$ cat config.mk
export PLATFORM = sky130hd
export DESIGN_NAME = gamepad_change_event_generator_flat
export DESIGN_NICKNAME = d
export VERILOG_FILES = /design/src/hw/rtl/gcev_pkg.sv /design/src/hw/rtl/gcev_ifs.sv /design/src/hw/rtl/gcev_cfg_regs.sv /design/src/hw/rtl/gcev_detect.sv /design/src/hw/rtl/gcev_emit.sv /design/src/hw/rtl/gamepad_change_event_generator.sv /design/src/flat_wrapper.sv
export SDC_FILE = /design/constraint.sdc
export NUM_CORES = 1
export LEC_CHECK = 0
export BUFFER_PORTS_ARGS = -buffer_cell sky130_fd_sc_hd__clkbuf_2
export CAP_MARGIN = 20
export CORE_MARGIN = 1
export CORE_UTILIZATION = 30
export CTS_CLUSTER_SIZE = 8
export DETAILED_ROUTE_END_ITERATION = 8
export PLACE_DENSITY_LB_ADDON = 0.2
export SETUP_SLACK_MARGIN = 0.2
export SYNTH_ARGS = -nofsm -noshare
export SYNTH_HDL_FRONTEND = slang
export SYNTH_SLANG_ARGS = --single-unit
$ cat constraint.sdc
create_clock -name clk -period 23.5 [get_ports clk]
set_input_delay 2.35 -clock clk [delete_from_list [all_inputs] [get_ports clk]]
set_output_delay 2.35 -clock clk [all_outputs]
set_load 0.02 [all_outputs]
$ cat src/hw/rtl/gcev_pkg.sv
// shared types, constants and level helpers for the gamepad change event generator
`timescale 1ns / 1ps
`default_nettype none

package gcev_pkg;

  // slot layout of one report: buttons, then triggers, then one slot per stick axis
  localparam int NUM_BUTTONS  = 14;
  localparam int NUM_TRIGGERS = 2;
  localparam int NUM_AXES     = 4;
  localparam int NUM_SLOTS    = NUM_BUTTONS + NUM_TRIGGERS + NUM_AXES;
  localparam int SLOT_W       = $clog2(NUM_SLOTS);

  localparam logic [15:0] LEVEL_FULL      = 16'h8000;
  localparam logic [4:0]  ID_TRIGGER_BASE = 5'd14;
  localparam logic [4:0]  ID_STICK_BASE   = 5'd16;
  localparam logic [4:0]  ID_MAX          = 5'd23;

  // register reset values
  localparam logic [7:0]  THRESHOLD_RESET = 8'd30;
  localparam logic [14:0] DEADZONE_RESET  = 15'd8689;

  // register index codes, taken from the word address
  localparam logic REG_THRESHOLD = 1'b0;
  localparam logic REG_DEADZONE  = 1'b1;

  typedef struct packed {
    logic [7:0]  trigger_threshold;
    logic [14:0] stick_deadzone;
  } cfg_t;

  typedef struct packed {
    logic [4:0]  control_id;
    logic        pressed;
    logic [15:0] level;
  } slot_t;

  typedef struct packed {
    logic [NUM_SLOTS-1:0]        mask;
    slot_t [NUM_SLOTS-1:0]       slots;
  } event_set_t;

  // bit of the button word behind each button control (bits 10 and 11 unused)
  function automatic logic [3:0] button_bit(input logic [3:0] idx);
    logic [3:0] b;
    if (idx < 4'd10) begin
      b = idx;
    end else begin
      b = idx + 4'd2;
    end
    return b;
  endfunction

  // floor(t * 32768 / 255) = t*128 + floor(t*128 / 255), the division by 255
  // done as (x + (x >> 8) + 1) >> 8, exact over this range
  function automatic logic [15:0] trigger_level(input logic [7:0] t);
    logic [14:0] x;
    logic [15:0] s;
    x = {t, 7'b0};
    s = {1'b0, x} + {9'b0, x[14:8]} + 16'd1;
    return {1'b0, x} + {8'b0, s[15:8]};
  endfunction

  // floor(v * 32768 / 32767) for 0 < v < 32768 is v, plus one at full scale
  function automatic logic [15:0] axis_level_pos(input logic [14:0] v);
    return {1'b0, v} + {15'b0, (v == 15'h7FFF)};
  endfunction

endpackage

`default_nettype wire

$ cat src/hw/rtl/gcev_ifs.sv
// report and change event channel interfaces
`timescale 1ns / 1ps
`default_nettype none

interface gcev_in_if;
  logic               valid;
  logic               ready;
  logic [31:0]        packet_number;
  logic [15:0]        buttons;
  logic [7:0]         trig_left;
  logic [7:0]         trig_right;
  logic signed [15:0] left_x;
  logic signed [15:0] left_y;
  logic signed [15:0] right_x;
  logic signed [15:0] right_y;

  modport source (
    output valid, packet_number, buttons, trig_left, trig_right,
    output left_x, left_y, right_x, right_y,
    input  ready
  );
  modport sink (
    input  valid, packet_number, buttons, trig_left, trig_right,
    input  left_x, left_y, right_x, right_y,
    output ready
  );
endinterface

interface gcev_out_if;
  logic        valid;
  logic        ready;
  logic [4:0]  control_id;
  logic        pressed;
  logic [15:0] level;
  logic        last;

  modport source (output valid, control_id, pressed, level, last, input ready);
  modport sink (input valid, control_id, pressed, level, last, output ready);
endinterface

`default_nettype wire

$ cat src/hw/rtl/gcev_cfg_regs.sv
// apb configuration registers: trigger threshold and stick deadzone
`timescale 1ns / 1ps
`default_nettype none

module gcev_cfg_regs
  import gcev_pkg::*;
(
  input  wire logic        clk,
  input  wire logic        rst,
  input  wire logic        psel,
  input  wire logic        penable,
  input  wire logic        pwrite,
  input  wire logic [2:0]  paddr,
  input  wire logic [31:0] pwdata,
  output logic [31:0]      prdata,
  output logic             pready,
  output cfg_t             cfg
);

  logic wr;

  assign pready = 1'b1;
  assign wr     = psel && penable && pwrite;

  // register write on the access cycle
  always_ff @(posedge clk) begin
    if (rst) begin
      cfg.trigger_threshold <= THRESHOLD_RESET;
      cfg.stick_deadzone    <= DEADZONE_RESET;
    end else if (wr) begin
      unique case (paddr[2])
        REG_THRESHOLD: cfg.trigger_threshold <= pwdata[7:0];
        REG_DEADZONE:  cfg.stick_deadzone    <= pwdata[14:0];
        default: ;
      endcase
    end
  end

  // read back
  always_comb begin
    unique case (paddr[2])
      REG_THRESHOLD: prdata = {24'b0, cfg.trigger_threshold};
      REG_DEADZONE:  prdata = {17'b0, cfg.stick_deadzone};
      default:       prdata = 32'b0;
    endcase
  end

endmodule

`default_nettype wire

$ cat src/hw/rtl/gcev_detect.sv
// report input register, stored previous report and change detection
`timescale 1ns / 1ps
`default_nettype none

module gcev_detect
  import gcev_pkg::*;
(
  input  wire logic clk,
  input  wire logic rst,
  input  wire cfg_t cfg,
  gcev_in_if.sink   report,
  output logic      set_valid,
  input  wire logic set_ready,
  output event_set_t set
);

  logic [31:0]        in_packet;
  logic [15:0]        in_buttons;
  logic [7:0]         in_trig [NUM_TRIGGERS];
  logic signed [15:0] in_axis [NUM_AXES];

  logic [31:0]        prev_packet;
  logic [15:0]        prev_buttons;
  logic [7:0]         prev_trig [NUM_TRIGGERS];
  logic signed [15:0] prev_axis [NUM_AXES];

  logic stale;
  logic advance;

  assign advance      = set_valid && set_ready;
  assign report.ready = !set_valid || set_ready;
  assign stale        = !(in_packet > prev_packet);

  // input register occupancy
  always_ff @(posedge clk) begin
    if (rst) begin
      set_valid <= 1'b0;
    end else if (report.valid && report.ready) begin
      set_valid <= 1'b1;
    end else if (advance) begin
      set_valid <= 1'b0;
    end
  end

  // input payload
  always_ff @(posedge clk) begin
    if (report.valid && report.ready) begin
      in_packet   <= report.packet_number;
      in_buttons  <= report.buttons;
      in_trig[0]  <= report.trig_left;
      in_trig[1]  <= report.trig_right;
      in_axis[0]  <= report.left_x;
      in_axis[1]  <= report.left_y;
      in_axis[2]  <= report.right_x;
      in_axis[3]  <= report.right_y;
    end
  end

  // previous report, replaced when a fresh report moves on
  always_ff @(posedge clk) begin
    if (rst) begin
      prev_packet  <= 32'b0;
      prev_buttons <= 16'b0;
      for (int i = 0; i < NUM_TRIGGERS; i++) begin
        prev_trig[i] <= 8'b0;
      end
      for (int i = 0; i < NUM_AXES; i++) begin
        prev_axis[i] <= 16'sb0;
      end
    end else if (advance && !stale) begin
      prev_packet  <= in_packet;
      prev_buttons <= in_buttons;
      for (int i = 0; i < NUM_TRIGGERS; i++) begin
        prev_trig[i] <= in_trig[i];
      end
      for (int i = 0; i < NUM_AXES; i++) begin
        prev_axis[i] <= in_axis[i];
      end
    end
  end

  // per-control change flags, pressed state and level
  always_comb begin
    logic [3:0]           b;
    logic [4:0]           pos_id;
    logic [15:0]          mag;
    logic [NUM_SLOTS-1:0] changed;
    int                   s;
    changed = '0;
    set.slots = '0;

    // buttons
    for (int i = 0; i < NUM_BUTTONS; i++) begin
      b = button_bit(4'(i));
      changed[i] = in_buttons[b] ^ prev_buttons[b];
      set.slots[i].control_id = 5'(i);
      set.slots[i].pressed    = in_buttons[b];
      set.slots[i].level      = in_buttons[b] ? LEVEL_FULL : 16'b0;
    end

    // triggers
    for (int i = 0; i < NUM_TRIGGERS; i++) begin
      s = NUM_BUTTONS + i;
      changed[s] = (in_trig[i] != prev_trig[i]);
      set.slots[s].control_id = ID_TRIGGER_BASE + 5'(i);
      set.slots[s].pressed    = (in_trig[i] > cfg.trigger_threshold);
      set.slots[s].level      = trigger_level(in_trig[i]);
    end

    // stick axes: negative direction id is one below the positive one
    for (int i = 0; i < NUM_AXES; i++) begin
      s = NUM_BUTTONS + NUM_TRIGGERS + i;
      pos_id = ID_STICK_BASE + 5'(4 * (i / 2) + 2 * (i % 2) + 1);
      mag = 16'(~in_axis[i]) + 16'd1;
      changed[s] = (in_axis[i] != prev_axis[i]);
      if (in_axis[i] > 16'sd0) begin
        set.slots[s].control_id = pos_id;
        set.slots[s].pressed    = ({1'b0, in_axis[i][14:0]} > {1'b0, cfg.stick_deadzone});
        set.slots[s].level      = axis_level_pos(in_axis[i][14:0]);
      end else if (in_axis[i] < 16'sd0) begin
        set.slots[s].control_id = pos_id - 5'd1;
        set.slots[s].pressed    = (mag > {1'b0, cfg.stick_deadzone});
        set.slots[s].level      = mag;
      end else begin
        // back at centre: release the side it came from
        set.slots[s].control_id = (prev_axis[i] > 16'sd0) ? pos_id : pos_id - 5'd1;
        set.slots[s].pressed    = 1'b0;
        set.slots[s].level      = 16'b0;
      end
    end

    set.mask = stale ? '0 : changed;
  end

endmodule

`default_nettype wire

$ cat src/hw/rtl/gcev_emit.sv
// event set register and output register, one change event per transfer
`timescale 1ns / 1ps
`default_nettype none

module gcev_emit
  import gcev_pkg::*;
(
  input  wire logic       clk,
  input  wire logic       rst,
  input  wire logic       set_valid,
  output logic            set_ready,
  input  wire event_set_t set,
  gcev_out_if.source      change
);

  logic [NUM_SLOTS-1:0] mask;
  logic [NUM_SLOTS-1:0] mask_next;
  logic [NUM_SLOTS-1:0] rest;
  slot_t                slots [NUM_SLOTS];
  logic [SLOT_W-1:0]    sel;
  logic                 load;

  // pick the lowest pending slot
  always_comb begin
    sel = '0;
    for (int i = NUM_SLOTS - 1; i >= 0; i--) begin
      if (mask[i]) begin
        sel = SLOT_W'(i);
      end
    end
  end

  assign rest      = mask & (mask - NUM_SLOTS'(1));
  assign load      = (mask != '0) && (!change.valid || change.ready);
  assign set_ready = (mask == '0) || (load && (rest == '0));

  always_comb begin
    if (set_valid && set_ready) begin
      mask_next = set.mask;
    end else if (load) begin
      mask_next = rest;
    end else begin
      mask_next = mask;
    end
  end

  // pending mask
  always_ff @(posedge clk) begin
    if (rst) begin
      mask <= '0;
    end else begin
      mask <= mask_next;
    end
  end

  // event slots of the report being sent
  always_ff @(posedge clk) begin
    if (set_valid && set_ready) begin
      for (int i = 0; i < NUM_SLOTS; i++) begin
        slots[i] <= set.slots[i];
      end
    end
  end

  // output register
  always_ff @(posedge clk) begin
    if (rst) begin
      change.valid <= 1'b0;
    end else if (load) begin
      change.valid <= 1'b1;
    end else if (change.ready) begin
      change.valid <= 1'b0;
    end
  end

  always_ff @(posedge clk) begin
    if (load) begin
      change.control_id <= slots[sel].control_id;
      change.pressed    <= slots[sel].pressed;
      change.level      <= slots[sel].level;
      change.last       <= (rest == '0);
    end
  end

endmodule

`default_nettype wire

$ cat src/hw/rtl/gamepad_change_event_generator.sv
// gamepad change event generator top level
// path: report input register, then event set register, then output register for each event
// throughput: one event per cycle while the receiver is ready; a report with n changed
//   controls (at most 20) gives n events, a report with none passes on with no event
// the next report is taken in the cycle the last event of the one before is loaded
// reset: stored report cleared to zero, threshold 30, deadzone 8689, no events pending
`timescale 1ns / 1ps
`default_nettype none

module gamepad_change_event_generator
  import gcev_pkg::*;
(
  input  wire logic        clk,
  input  wire logic        rst,
  input  wire logic        psel,
  input  wire logic        penable,
  input  wire logic        pwrite,
  input  wire logic [2:0]  paddr,
  input  wire logic [31:0] pwdata,
  output logic [31:0]      prdata,
  output logic             pready,
  gcev_in_if.sink          report,
  gcev_out_if.source       change
);

  cfg_t       cfg;
  event_set_t set;
  logic       set_valid;
  logic       set_ready;

  // configuration registers
  gcev_cfg_regs u_cfg (
    .clk     (clk),
    .rst     (rst),
    .psel    (psel),
    .penable (penable),
    .pwrite  (pwrite),
    .paddr   (paddr),
    .pwdata  (pwdata),
    .prdata  (prdata),
    .pready  (pready),
    .cfg     (cfg)
  );

  // change detection against the stored report
  gcev_detect u_detect (
    .clk       (clk),
    .rst       (rst),
    .cfg       (cfg),
    .report    (report),
    .set_valid (set_valid),
    .set_ready (set_ready),
    .set       (set)
  );

  // event sequencing
  gcev_emit u_emit (
    .clk       (clk),
    .rst       (rst),
    .set_valid (set_valid),
    .set_ready (set_ready),
    .set       (set),
    .change    (change)
  );

endmodule

`default_nettype wire

$ cat src/flat_wrapper.sv
// flat-port wrapper written by rule: the top's interface ports become plain ports
module gamepad_change_event_generator_flat import gcev_pkg::*;
  (clk, rst, psel, penable, pwrite, paddr, pwdata, prdata, pready, report_valid, report_packet_number, report_buttons, report_trig_left, report_trig_right, report_left_x, report_left_y, report_right_x, report_right_y, report_ready, change_valid, change_control_id, change_pressed, change_level, change_last, change_ready);
  gcev_in_if report_i ();
  gcev_out_if change_i ();
  input  wire logic clk;
  input  wire logic rst;
  input  wire logic psel;
  input  wire logic penable;
  input  wire logic pwrite;
  input  wire logic [2:0] paddr;
  input  wire logic [31:0] pwdata;
  output logic [31:0] prdata;
  output logic pready;
  input wire logic [$bits(report_i.valid)-1:0] report_valid;
  input wire logic [$bits(report_i.packet_number)-1:0] report_packet_number;
  input wire logic [$bits(report_i.buttons)-1:0] report_buttons;
  input wire logic [$bits(report_i.trig_left)-1:0] report_trig_left;
  input wire logic [$bits(report_i.trig_right)-1:0] report_trig_right;
  input wire logic [$bits(report_i.left_x)-1:0] report_left_x;
  input wire logic [$bits(report_i.left_y)-1:0] report_left_y;
  input wire logic [$bits(report_i.right_x)-1:0] report_right_x;
  input wire logic [$bits(report_i.right_y)-1:0] report_right_y;
  output wire logic [$bits(report_i.ready)-1:0] report_ready;
  output wire logic [$bits(change_i.valid)-1:0] change_valid;
  output wire logic [$bits(change_i.control_id)-1:0] change_control_id;
  output wire logic [$bits(change_i.pressed)-1:0] change_pressed;
  output wire logic [$bits(change_i.level)-1:0] change_level;
  output wire logic [$bits(change_i.last)-1:0] change_last;
  input wire logic [$bits(change_i.ready)-1:0] change_ready;
  assign report_i.valid = report_valid;
  assign report_i.packet_number = report_packet_number;
  assign report_i.buttons = report_buttons;
  assign report_i.trig_left = report_trig_left;
  assign report_i.trig_right = report_trig_right;
  assign report_i.left_x = report_left_x;
  assign report_i.left_y = report_left_y;
  assign report_i.right_x = report_right_x;
  assign report_i.right_y = report_right_y;
  assign report_ready = report_i.ready;
  assign change_valid = change_i.valid;
  assign change_control_id = change_i.control_id;
  assign change_pressed = change_i.pressed;
  assign change_level = change_i.level;
  assign change_last = change_i.last;
  assign change_i.ready = change_ready;
  gamepad_change_event_generator u_core (.clk(clk), .rst(rst), .psel(psel), .penable(penable), .pwrite(pwrite), .paddr(paddr), .pwdata(pwdata), .prdata(prdata), .pready(pready), .report(report_i), .change(change_i));
endmodule
==> results of run 1 <==
-- power breakdown --
group	leakage, nW	internal (mW)	switching [mW]
sequential	4.16	1.24	0.226
clock	0.917	0.530	0.346
combinational	5.69	0.609	1.13
total	10.8	2.38	1.70
-- layer usage --
layer / up-vias / track usage [%] / wire length (um)
met5: - / 0 / 0
met4: 0 / 5.86 / 1790
met3: 93 / 2.79 / 3770
met2: 525 / 28.3 / 33700
met1: 8691 / 24.1 / 34100
li1: 8547 / - / -
-- cell families (layout without fill, tap and decap cells) --
logic type | Yosys count | count (layout) | synth area share, %
adder cells (fa/ha/maj) | 190 | 190 | 9.71
flip-flops | 440 | 440 | 50.4
AO/OA/AOI/OAI | 359 | 359 | 9.71
multiplexers | 67 | 67 | 2.96
AND/OR/NAND/NOR | 762 | 762 | 15.8
other | 2 | 19 | 0.0307
buffers and inverters | 234 | 402 | 4.11
XOR/XNOR | 205 | 205 | 7.35
-- worst min-delay path by stage --
stage / to / from / slack, ps / cells past startpoint
after floorplan: u_core.u_cfg.cfg[10]$_SDFFE_PP0P_ / u_core.u_cfg.cfg[10]$_SDFFE_PP0P_ / 440 / 2
after global placement: u_core.u_cfg.cfg[10]$_SDFFE_PP0P_ / u_core.u_cfg.cfg[10]$_SDFFE_PP0P_ / 440 / 2
after detailed placement: u_core.u_cfg.cfg[11]$_SDFFE_PP0P_ / u_core.u_cfg.cfg[11]$_SDFFE_PP0P_ / 450 / 2
after CTS: u_core.u_cfg.cfg[11]$_SDFFE_PP0P_ / u_core.u_cfg.cfg[11]$_SDFFE_PP0P_ / 460 / 2
after global routing: u_core.u_cfg.cfg[1]$_SDFFE_PP0P_ / u_core.u_cfg.cfg[1]$_SDFFE_PP0P_ / 490 / 2
final: u_core.u_cfg.cfg[12]$_SDFFE_PP0P_ / u_core.u_cfg.cfg[12]$_SDFFE_PP0P_ / 460 / 2
-- state kept, by name, indices dropped and copies added, names as in the netlist, 16 cells and up --
register	flops
u_core.u_detect.prev_packet	32
u_core.u_detect.in_packet	32
u_core.u_emit.change.level	16
u_core.u_detect.prev_axis	64
u_core.u_detect.in_trig	16
u_core.u_detect.prev_trig	16
u_core.u_emit.slots	120
u_core.u_detect.in_axis	64
u_core.u_emit.mask	20
u_core.u_cfg.cfg	23
-- final cells by class --
type / count / area [um2] / area share (%)
multi-input cells: 1601 / 11200 / 39.9
clock buffers: 100 / 1810 / 6.42
clock inverters: 9 / 85.1 / 0.302
repair buffers: 209 / 1100 / 3.89
flip-flops and latches: 440 / 12300 / 43.6
inverters: 84 / 315 / 1.12
well taps: 1060 / 1330 / 4.71
diodes: 1 / 2.50 / 0.00888
-- through the flow --
step	total power [mW]	hold slack, ps	setup WS, ps	util (%)	instances
3_5_place_dp	3.24	450	17480	32.6	3394
6_report	4.09	458	17480	35.0	3504
3_3_place_gp	3.22	445	17460	32.6	3393
5_1_grt	4.35	490	17360	35.0	3504
2_1_floorplan	2.63	436	14460	-	2275
4_1_cts	4.13	456	17470	35.0	3503
-- worst reg2reg max path: cells and delay by family, from the launching register on --
kind | cells | cell delay (ps)
compound gates | 2 | 520
buf+inv | 2 | 1470
flops | 1 | 400
simple gates | 4 | 2500
-- placed cells by master, fill, tap and decap left out, drive strengths merged, types with 24 or more instances in the layout --
master / n
nand3: 52
nor4: 34
xor2: 53
inv: 89
nand2: 198
a21oi: 78
and3: 95
nor3: 38
ha: 188
dfxtp: 91
nor2: 165
a22o: 29
nand4: 59
clkbuf: 288
edfxtp: 349
o21ai: 97
mux2i: 62
nor2b: 24
xnor2: 152
==> impl_metrics.tcl, run 1 <==
set metrics [dict create \
    postRouteAntennaNets 0 \
    ir_drop_v 0.000117 \
    cts_buffers 66 \
    startpoint "change_ready" \
    synth_ff_type "edfxtp_1" \
    fillCellCount 7977 \
    tightest_slew_ps 1090 \
    worstSkewPairLatency_ps 610 \
    gp_congestion 0.865 \
    worstPathMaxFanout 3 \
    syn_area_um2 24400 \
    fin_area_um2 28200 \
    io_buffers 188 \
    rsz0062_at_grt "no" \
    die_x_um 287 \
    syn_area_per_cell_um2 10.8 \
    cp-start-kind "input pin" \
    maxCapViolCount 0 \
    vias 17900 \
    area_growth_pct 15.4 \
    powerDensity_nw_per_um2 145 \
    path_delay_family "compound AO/OA/AOI/OAI gates" \
    ios 228 \
    synth_seq_cells 440 \
    synth.area.top_cells "edfxtp_1, ha_1, dfxtp_1" \
    crit_path_cell_trace "clkbuf_2, nor2b_1, a311oi_1, a211oi_1, inv_1, clkbuf_2" \
    grt_pass1_wl_mm 109 \
    drc 0 \
    cts_buffer_depth 3 \
    cts.sinks 440 \
    cp-endpoint "report_ready" \
    crit_top_cell "clkbuf_2" \
    cts_tree "done" \
    yosys.cell_count.top_type "edfxtp_1" \
    cp.depth 6 \
    hp-class "register to register" \
    grt_max_degree 92 \
    period_share_pct 25.6 \
    synth_common_cells "edfxtp_1, nand2_1, ha_1" \
    synth.largest_area_cell "edfxtp_1" \
    h-tree-depth 3 \
    synth_top_area_share_pct 42.9 \
    required_ps 21150 \
    fin_tns_setup_ps 0 \
    gr-usage-all-layers_pct 17.6 \
    drt_iter0_markers 1398 \
    ys_seq_area_share_pct 50.4 \
    skew_ps 34.5 \
    floorplan.initialDensity_pct 30.3 \
    dr.pass1.iters 7 \
    hold_viol 0 \
    grt_pass1_vias 17500 \
    slowest_stage "a211oi_1" \
    status "finished, final reports clean" \
    fmax_mhz 166 \
    gr-total-overflow 0 \
    synth.distinct_cells 70 \
    critical_path_class "input pin to output pin" \
    layout-drive-gt1-share_pct 13.0 \
    cp_slowest_stage_delay_ps 640 \
    min_period_ps 6020 \
    clockRootBuffer "clkbuf_16" \
    r2r_cells 8 \
    place_area_um2 26300 \
    final_max_slew_viol_count 0 \
    antenna_found_initial 2 \
    die-area_um2 82600 \
    r2r_start "u_core.u_emit.mask[4]$_SDFFE_PP0P_" \
    power.static_leakage_nw 10.8 \
    row_count 104 \
    synthCells 2259 \
    routed_wl_mm 73.4 \
    nets 2760 \
    coreArea_um2 80500 \
    cts_setup_buffers 0 \
    rrSetupSlack_ps 18160 \
    async_reset_ff_share_pct 0 \
    wl_per_cell_um 20.9 \
    worstSetupEndpointType "output pin" \
    cp_num_buf_inv 3 \
    dp_hpwl_mm 53.5 \
    setup_viol 0 \
    slew_headroom_pct 27.3 \
    ctsResizeCount 0 \
    cp.arrival_ps 3670 \
    clk_pin_slew_ps 50 \
    viasPerCell 5.10 \
    ys.warnings.count 0 \
    ctsHoldBuffers 0 \
    r2r_end "u_core.u_detect.in_packet[3]$_DFFE_PP_" \
    die_h_um 287 \
    synth_edf_count 349 \
]
No activity file was read; power rests on OpenSTA's default activity.
==> run 2, diff against run 1 <==
- clock period: 23.5 -> 5.6 ns (I/O delays scaled with it)
==> impl_metrics.tcl, run 2 (synthesized netlist as in run 1, its figures left out) <==
set metrics [dict create \
    status "finished, final reports clean" \
    cts_buffer_depth 3 \
    r2r_start "u_core.u_emit.mask[3]$_SDFFE_PP0P_" \
    gr-total-overflow 0 \
    fmax_mhz 247 \
    die_h_um 287 \
    required_ps 5900 \
    die-area_um2 82600 \
    cts_tree "done" \
    routed_wl_mm 74.0 \
    maxCapViolCount 0 \
    floorplan.initialDensity_pct 30.3 \
    layout_commonest_cell "edfxtp_1" \
    dp_hpwl_mm 54.0 \
    skew_ps 27.9 \
    fin_tns_setup_ps 0 \
    drt_iter0_markers 1322 \
    ios 228 \
    hp-start "report_trig_right[4]" \
    layout_common_cells "edfxtp_1, nand2_1, ha_1, clkbuf_2, nor2_1" \
    rsz0062_at_grt "no" \
    vias 17800 \
    cts.sinks 440 \
    place_area_um2 26400 \
    cp.arrival_ps 4350 \
    grt_pass1_wl_mm 110 \
    ctsResizeCount 0 \
    h-tree-depth 2 \
    ctsHoldBuffers 0 \
    postRouteAntennaNets 0 \
    clockRootBuffer "clkbuf_16" \
    tightest_slew_ps 1020 \
    largestRegisters "u_core.u_emit.slots x120, u_core.u_detect.in_axis x64, u_core.u_detect.prev_axis x64" \
    wl_per_cell_um 21.1 \
    period_share_pct 72.3 \
    io_buffers 188 \
    critical_path_class "register to register" \
    slew_headroom_pct 31.6 \
    viasPerCell 5.06 \
    grt_max_degree 92 \
    coreArea_um2 80500 \
    nets 2763 \
    cts_buffers 61 \
    hold-path-cell-count 1 \
    largest-register "u_core.u_emit.slots" \
    clk_pin_slew_ps 50 \
    worstPathMaxFanout 23 \
    cts_setup_buffers 0 \
    r2r_cells 8 \
    row_count 104 \
    hold_viol 0 \
    gr-usage-all-layers_pct 17.7 \
    cp-start-kind "register" \
    antenna_found_initial 1 \
    startpoint "u_core.u_emit.mask[3]$_SDFFE_PP0P_" \
    powerDensity_nw_per_um2 607 \
    setup_viol 0 \
    gp_congestion 0.857 \
    worstSkewPairLatency_ps 640 \
    hp-class "input pin to register" \
    power.static_leakage_nw 10.8 \
    min_period_ps 4050 \
    drc 0 \
    dr.pass1.iters 5 \
    ir_drop_v 0.000420 \
    layout-drive-gt1-share_pct 12.8 \
    final_max_slew_viol_count 0 \
    largest_reg_flops 120 \
    fin_area_um2 28200 \
    worstSetupEndpointType "register" \
    grt_pass1_vias 17300 \
    area_growth_pct 15.4 \
    die_x_um 287 \
]
## run 2: cell types whose count changed in the layout (fill, tap and decap cells not counted), moves of 2 or more
cell	delta
inv_6	-3
clkinv_2	-3
buf_12	+6
inv_16	-2
buf_4	+3
clkbuf_16	-5
clkinv_16	+2
clkbuf_1	+8
## run 2: critical path: stages, from the launching register on
cell     delay, ps
dfxtp_1        380
or4_1          720
or3_1          590
o32a_1         280
nor4b_4        350
a21oi_2        160
nor4_4         430
or2_4          410
buf_4          370
## run 2: path summary, 6_finish.rpt
path                                                    end  slack, ps
max          u_core.u_detect.prev_axis[0][40]$_SDFFCE_PN0P_       1550
min                u_core.u_detect.in_trig[0][12]$_DFFE_PP_         90
max reg2reg  u_core.u_detect.prev_axis[0][40]$_SDFFCE_PN0P_       1550
min reg2reg               u_core.u_cfg.cfg[10]$_SDFFE_PP0P_        460
## run 2: per-layer routing
| metal | track usage, % | wire length, um | up-vias |
|---|---|---|---|
| met5 | 0 | 0 | - |
| met4 | 4.83 | 1690 | 0 |
| met3 | 2.43 | 3420 | 90 |
| met2 | 28.3 | 33700 | 472 |
| met1 | 24.9 | 35200 | 8654 |
| li1 | - | - | 8545 |
## run 2: stage by stage
stage	total power, mW	util (%)	worst slack (ps)	cells	hold WS, ps
finish	17.1	35.0	1550	3509	94.9
global route	18.2	35.0	1300	3509	58.5
CTS	17.3	35.0	1540	3508	48.0
detailed placement	13.8	32.8	1570	3402	451
global placement	13.7	32.8	1400	3401	444
floorplan	10.9	-	1010	2275	436
## run 2: power by group
part           internal, mW  total, mW  switching (mW)
Clock                  2.05       3.48            1.42
Sequential             5.20       6.12           0.916
Combinational          2.66       7.52            4.85
## run 2: area by class of cell
cell class | count | area (um2)
fillers | 7992 | 52400
flip-flops and latches | 440 | 12300
multi-input cells | 1601 | 11200
clock buffers | 103 | 1720
well taps | 1060 | 1330
repair buffers | 217 | 1230
inverters | 84 | 315
clock inverters | 3 | 63.8
diodes | 1 | 2.50
